==> src/rtl/core/gsca_pkg.sv <==
// ----------------------------------------------------------------------------
// gsca_pkg : shared types and constants for the gas ppm and climate alert
// Field widths, fixed-point constants, temperature band tables, the stage
// control word and the Q30 root table used by the exponent stages.
// ----------------------------------------------------------------------------
`default_nettype none

package gsca_pkg;

    // defaults for the top-level parameters
    localparam int FULL_SCALE_MV_DEF   = 3300;
    localparam int LOAD_KOHM_DEF       = 47;
    localparam int AGE_TABLE_DEPTH_DEF = 6;

    // field widths
    localparam int MV_W     = 12;
    localparam int TEMP_W   = 11;
    localparam int HUM_W    = 10;
    localparam int R0_W     = 20;
    localparam int AGE_W    = 8;
    localparam int DANGER_W = 16;
    localparam int PPM_W    = 24;

    // datapath widths, sized for the whole parameter range
    localparam int RS_W       = 32;
    localparam int RS_DEN_W   = 12;
    localparam int RATIO_W    = RS_W + 16;
    localparam int MSB_W      = 6;
    localparam int MANT_W     = 31;
    localparam int FRAC_STEPS = 16;
    localparam int LOG_W      = MSB_W + 1 + FRAC_STEPS;

    // fixed-point constants
    localparam logic [RS_W-1:0]    RAIL_RS_Q10   = RS_W'(1024000);
    localparam logic [RATIO_W-1:0] RATIO_MIN_Q16 = RATIO_W'(66);
    localparam int                 CURVE_OFFSET  = 91436;
    localparam int                 CURVE_GAIN    = 249186;
    localparam logic [PPM_W-1:0]   PPM_MAX       = {PPM_W{1'b1}};

    // register map
    localparam int             CFG_ADDR_W = 4;
    localparam logic [1:0]     REG_R0     = 2'd0;
    localparam logic [1:0]     REG_AGE    = 2'd1;
    localparam logic [1:0]     REG_DANGER = 2'd2;
    localparam logic [1:0]     REG_HUMMAX = 2'd3;

    // temperature band by age in weeks, tenths of a degree
    localparam logic signed [11:0] TEMP_MAX_TAB [16] = '{
        12'sd350, 12'sd320, 12'sd290, 12'sd260, 12'sd230, 12'sd220, 12'sd220, 12'sd220,
        12'sd220, 12'sd220, 12'sd220, 12'sd220, 12'sd220, 12'sd220, 12'sd220, 12'sd220};
    localparam logic signed [11:0] TEMP_MIN_TAB [16] = '{
        12'sd320, 12'sd290, 12'sd260, 12'sd230, 12'sd210, 12'sd200, 12'sd200, 12'sd200,
        12'sd200, 12'sd200, 12'sd200, 12'sd200, 12'sd200, 12'sd200, 12'sd200, 12'sd200};

    // control word travelling with each stage
    typedef struct packed {
        logic vld;
        logic rail;
        logic clim_alert;
    } ctl_t;

    typedef logic [MANT_W-1:0] root_tab_t [FRAC_STEPS];

    // integer square root, bit by bit
    function automatic logic [63:0] isqrt64(input logic [63:0] v_in);
        logic [63:0] v;
        logic [63:0] r;
        logic [63:0] b;
        v = v_in;
        r = '0;
        b = 64'h4000_0000_0000_0000;
        for (int i = 0; i < 32; i++) begin
            if (v >= r + b) begin
                v = v - (r + b);
                r = (r >> 1) + b;
            end else begin
                r = r >> 1;
            end
            b = b >> 2;
        end
        return r;
    endfunction

    // 2^(2^-(k+1)) in Q30 for entry k, by repeated truncated square roots
    function automatic root_tab_t make_roots();
        root_tab_t   tab;
        logic [63:0] root;
        root = 64'd2 << 30;
        for (int k = 0; k < FRAC_STEPS; k++) begin
            root   = isqrt64(root << 30);
            tab[k] = root[MANT_W-1:0];
        end
        return tab;
    endfunction

    localparam root_tab_t ROOT_Q30 = make_roots();

endpackage

`default_nettype wire

==> src/rtl/core/gsca_div.sv <==
// ----------------------------------------------------------------------------
// gsca_div : pipelined restoring divider
// One quotient bit per register stage, MSB first, control word carried along.
// ----------------------------------------------------------------------------
`default_nettype none

module gsca_div
    import gsca_pkg::*;
#(
    parameter int NUM_W = 32,
    parameter int DEN_W = 12
) (
    input  wire logic             aclk,
    input  wire logic             aresetn,
    input  wire logic             en,
    input  wire ctl_t             in_ctl,
    input  wire logic [NUM_W-1:0] in_num,
    input  wire logic [DEN_W-1:0] in_den,
    output ctl_t                  out_ctl,
    output logic      [NUM_W-1:0] out_quo
);

    ctl_t             ctl_reg [NUM_W];
    logic [NUM_W-1:0] num_reg [NUM_W];
    logic [DEN_W-1:0] den_reg [NUM_W];
    logic [DEN_W-1:0] rem_reg [NUM_W];
    logic [NUM_W-1:0] quo_reg [NUM_W];

    ctl_t             src_ctl [NUM_W];
    logic [NUM_W-1:0] src_num [NUM_W];
    logic [DEN_W-1:0] src_den [NUM_W];
    logic [DEN_W-1:0] src_rem [NUM_W];
    logic [NUM_W-1:0] src_quo [NUM_W];

    for (genvar i = 0; i < NUM_W; i++) begin : g_stage
        logic [DEN_W:0] trial;
        logic [DEN_W:0] diff;
        logic           ge;

        // stage source: the ports for the first stage, else the previous one
        if (i == 0) begin : g_first
            assign src_ctl[i] = in_ctl;
            assign src_num[i] = in_num;
            assign src_den[i] = in_den;
            assign src_rem[i] = '0;
            assign src_quo[i] = '0;
        end else begin : g_next
            assign src_ctl[i] = ctl_reg[i-1];
            assign src_num[i] = num_reg[i-1];
            assign src_den[i] = den_reg[i-1];
            assign src_rem[i] = rem_reg[i-1];
            assign src_quo[i] = quo_reg[i-1];
        end

        // trial subtract of the shifted remainder
        assign trial = {src_rem[i], src_num[i][NUM_W-1]};
        assign diff  = trial - {1'b0, src_den[i]};
        assign ge    = trial >= {1'b0, src_den[i]};

        always_ff @(posedge aclk) begin
            if (!aresetn) begin
                ctl_reg[i] <= '0;
            end else if (en) begin
                ctl_reg[i] <= src_ctl[i];
            end
        end

        always_ff @(posedge aclk) begin
            if (en) begin
                num_reg[i] <= src_num[i] << 1;
                den_reg[i] <= src_den[i];
                rem_reg[i] <= ge ? diff[DEN_W-1:0] : trial[DEN_W-1:0];
                quo_reg[i] <= {src_quo[i][NUM_W-2:0], ge};
            end
        end
    end

    assign out_ctl = ctl_reg[NUM_W-1];
    assign out_quo = quo_reg[NUM_W-1];

endmodule

`default_nettype wire

==> config.mk <==
export PLATFORM = sky130hd
export DESIGN_NAME = gsca_div
export DESIGN_NICKNAME = d
export VERILOG_FILES = /design/src/rtl/core/gsca_pkg.sv /design/src/rtl/core/gsca_div.sv
export SDC_FILE = /design/constraint.sdc
export NUM_CORES = 2
export LEC_CHECK = 0
export BUFFER_PORTS_ARGS = -buffer_cell sky130_fd_sc_hd__clkbuf_2
export CAP_MARGIN = 20
export CORE_MARGIN = 1
export CORE_UTILIZATION = 55
export DETAILED_ROUTE_END_ITERATION = 10
export PLACE_DENSITY = 0.75
export SETUP_SLACK_MARGIN = 0.5
export SKIP_CTS_REPAIR_TIMING = 1
export SLEW_MARGIN = 20
export SYNTH_ARGS = -nofsm -noshare
export SYNTH_HDL_FRONTEND = slang
export SYNTH_SLANG_ARGS = --single-unit
==> constraint.sdc <==
create_clock -name aclk -period 6.8 [get_ports aclk]
set_input_delay 0.34 -clock aclk [delete_from_list [all_inputs] [get_ports aclk]]
set_output_delay 0.34 -clock aclk [all_outputs]
set_load 0.02 [all_outputs]
== Word-level counts from Yosys, hierarchy flattened ==
Memories as Yosys holds them, arrays and structs flattened.
Cells that the tools add are included.
Storage, ports and cells
  register bits: 0
  bits in latches: 0
  RAM bits: 2880
  bits in read-only memories: 0
  input port bits: 50
  output and inout bits: 35
  logic and storage cells: 170
  memories kept: 5
Memories
  quo_reg: words 32, bits a word 32, read ports 32, clocked after memory_dff 0, wr ports 32, RTL line gsca_div.sv:27  | logic [NUM_W-1:0] quo_reg [NUM_W];
  num_reg: words 32, bits a word 31, read ports 31, clocked after memory_dff 0, wr ports 32, RTL line gsca_div.sv:24  | logic [NUM_W-1:0] num_reg [NUM_W];
  den_reg: words 32, bits a word 12, read ports 31, clocked after memory_dff 0, wr ports 32, RTL line gsca_div.sv:25  | logic [DEN_W-1:0] den_reg [NUM_W];
  rem_reg: words 32, bits a word 12, read ports 31, clocked after memory_dff 0, wr ports 32, RTL line gsca_div.sv:26  | logic [DEN_W-1:0] rem_reg [NUM_W];
  ctl_reg: words 32, bits a word 3, read ports 32, clocked after memory_dff 0, wr ports 32, RTL line gsca_div.sv:23  | ctl_t ctl_reg [NUM_W];
Cells by class
  add/subtract/negate cells: 32
  multipliers: 0
  div/mod/pow operators: 0
  magnitude comparators: 32
  eq/ne operators: 0
  shift-type cells: 0
  multiplexer cells: 69
  bitwise gates (word level): 32
  reductions and logical operators: 0
Operators with widths (count)
  greater-or-equal comparator 13 x 12 -> 1 bit: 31
  2-to-1 mux 12 bit: 32
  subtractor 12 bit: 31
  2-to-1 mux 3 bit: 32
  bitwise OR 1 bit: 32
  greater-or-equal comparator 1 x 12 -> 1 bit: 1
  subtractor 1 x 12 -> 12 bit: 1
  2-to-1 mux 1 bit: 5

== Longest topological paths before layout ==
  word-level depth: 4
  mapped depth: 10
  depth with buffers taken out: 10

== Worst setup path before layout ==
Ideal clock, no wire load.
  path kind: in2reg
  start point: input port en
  end point: memory ctl_reg[0][0] in the netlist's numbering, enable pin
  library setup time: 471 ps
  arrival: 2920 ps
  required time: 6329 ps
  path slack: 3409 ps
  stages: 2
  path buffers: 1
  path through: clkbuf_1 -> nand2b_1
RTL lines
  start, declared: RTL line gsca_div.sv:15  | input wire logic en,
  end, declared: RTL line gsca_div.sv:23

==> out/metrics.yaml <==
synth:
  yosys-top-cells-area: "edfxtp_1 (71%), ha_1 (5.9%), mux2_2 (3.8%)"
  ys_ff_latch: 1864
  synth_ff_type: "edfxtp_1"
  yosysMostFrequentCell: "edfxtp_1"
  yosysSeqAreaShare: 0.710
  synth_edf_count: 1864
  syn-num-nets: 5433
  yosys-top-cells-count: "edfxtp_1 (1864), inv_1 (482), ha_1 (374), mux2_2 (268), a21oi_1 (217)"
  synth_warnings: 0
  ys_types: 60
  postSynthAreaPerCell_um2: 15.8
  synthCells: 4979
  netlist_area_mm2: 0.0788
  async_flop_share: 0
  synth_area_leader_cell: "edfxtp_1"
  synth_top_area_share: 0.710
timing:
  tns_ns: 0
  post-route-min-period_ns: 3.34
  max_slew_margin: 0.270
  rsz0062_at_grt: "no"
  finalClockSkew_ns: 0.0486
  hold_viol: 0
  drv_slew: 0
  finalCritPeriodShare: 0.492
  worst_pin_slew_ns: 1.09
  clock.fmax_mhz: 299
  setup_viol: 0
drt:
  routedWlPerCell_um: 16.9
  finalWirelength_um: 123000
  drc: 0
  vias_per_cell: 5.48
  dr.pass1.iters: 6
  ant_nets: 0
  via_count: 39754
  drtIter0Drc: 2466
critical_path:
  worstPathArrival_ns: 3.89
  cp_slowest_cell: "a2111oi_0"
  path_cells: "ha_1, a21o_1, a21o_1, a21oi_1, nor2_1, a2111oi_0, o31ai_4, mux2_2"
  slowest_delay_ns: 0.83
  endpoint_kind: "flip-flop"
  cp-start-kind: "flip-flop"
  reg2reg_slack_ns: 3.46
  cp_max_fo: 13
  cp_top_family: "compound AO/OA/AOI/OAI gates"
  path_buf_inv: 0
  crit_top_cell: "a21o_1"
  crit_type: "flip-flop to flip-flop"
  crit_required_ns: 7.34
outcome:
  outcome: "finished, final reports clean"
global_route:
  grt_pass1_wl_um: 200000
  antenna_found_initial: 0
  grt.total_usage: 0.169
  grt_max_degree: 203
  grt_pass1_vias: 39749
  grt.overflow.total: 0
layout:
  utilization: 0.622
  final_cell_area_mm2: 0.0881
  nNetsFinal: 5677
  largest_reg_flops: 528
  syn_to_final_growth_pct: 11.9
  antenna_cells: 0
  drive_gt1_frac: 0.132
  layout.cells.non_filler: 7257
clocking:
  clk_pin_slew_worst_paths_ns: 0.06
  cts.sinks: 1864
  clk_latency_ns: 0.80
  cts_buffer_depth: 3
  cts_tree: "yes"
  cts_buffers: 185
  cts-root-buf: "clkbuf_16"
  cts_htree_levels: 4
power:
  p_leak_nw: 34.2
  power.density_mw_per_mm2: 417
  power_w: 0.0368
  ir_worst_vdd_mv: 0.273
die:
  initial_core_util: 0.556
  die_area_mm2: 0.145
  io-pin-count: 85
  rows: 138
  die_w_um: 380
  die_h_um: 380
  core_mm2: 0.142
place:
  dpl.hpwl_um: 77700
  port_buffers: 84
  dp_cells: 6877
  place_area_mm2: 0.0815
  place_congestion: 0.898
worst_hold_path:
  hp-class: "input port to flip-flop"
run:
  drv_cap: 0
metrics by stage:
step / setup slack [ns] / hold WS, ns
after floorplan: 3.41 / 0.400
after global placement: 3.28 / 0.400
after detailed placement: 3.36 / 0.405
after CTS: 3.34 / -0.351
after global routing: 3.27 / 0.204
final: 3.46 / 0.261
per-layer routing:
| metal | track usage | share of wire |
|---|---|---|
| met5 | 0 | 0 |
| met4 | 0.0599 | 0.028 |
| met3 | 0.0295 | 0.039 |
| met2 | 0.286 | 0.49 |
| met1 | 0.221 | 0.44 |
cells by family (layout without fill, tap and decap cells):
family | after synthesis | after routing | synth area share
flip-flops | 1864 | 1864 | 0.710
AO/OA/AOI/OAI | 799 | 799 | 0.0681
AND/OR/NAND/NOR | 758 | 758 | 0.0505
buffers and inverters | 584 | 972 | 0.0305
adder cells (fa/ha/maj) | 404 | 404 | 0.0670
multiplexers | 331 | 331 | 0.0468
XOR/XNOR | 239 | 239 | 0.0266
cell type report:
cell class,count,area (um^2)
tap,1890,2360
clock inverter,116,1280
timing repair buffer,159,1230
multi-input combinational,2531,20700
inverter,482,1810
fill,10236,53600
clock buffer,215,4780
sequential,1864,56000
cells in the final DEF (no fill, tap or decap), types with 28 or more instances in the layout:
cell type / netlist / layout
edfxtp_1: 1864 / 1864
inv_1: 482 / 482
ha_1: 374 / 374
mux2_2: 268 / 268
a21oi_1: 217 / 217
clkbuf_16: 0 / 187
o21ai_0: 153 / 153
nor2_1: 153 / 153
a21o_1: 147 / 147
and3_1: 139 / 139
xnor2_1: 121 / 121
xor2_1: 118 / 118
nand2_1: 109 / 109
nand3_1: 99 / 99
clkbuf_2: 0 / 83
nor2b_1: 75 / 75
nand2b_1: 57 / 56
mux2i_1: 56 / 56
o21a_1: 51 / 51
dlygate4sd3_1: 0 / 48
clkinv_1: 0 / 39
a31oi_1: 37 / 37
clkinv_2: 0 / 36
a2111oi_0: 35 / 35
nor3_1: 32 / 32
o31a_1: 31 / 31
fa_1: 30 / 30
o311ai_0: 28 / 28
clkbuf_1: 41 / 28
path summary, 6_finish.rpt:
kind,startpoint,cells past startpoint,end
max,rem_reg[3][5],8,rem_reg[4][2]
min,in_num[24],2,num_reg[0][24]
max reg2reg,rem_reg[3][5],8,rem_reg[4][2]
min reg2reg,quo_reg[14][35],0,quo_reg[15][4]
power breakdown:
| part | internal (W) | switching, W |
|---|---|---|
| Combinational | 0.00518 | 0.00543 |
| Clock | 0.00582 | 0.00425 |
| Sequential | 0.0152 | 0.000886 |
| Total | 0.0262 | 0.0106 |
Power figures use the tool's default switching activity.
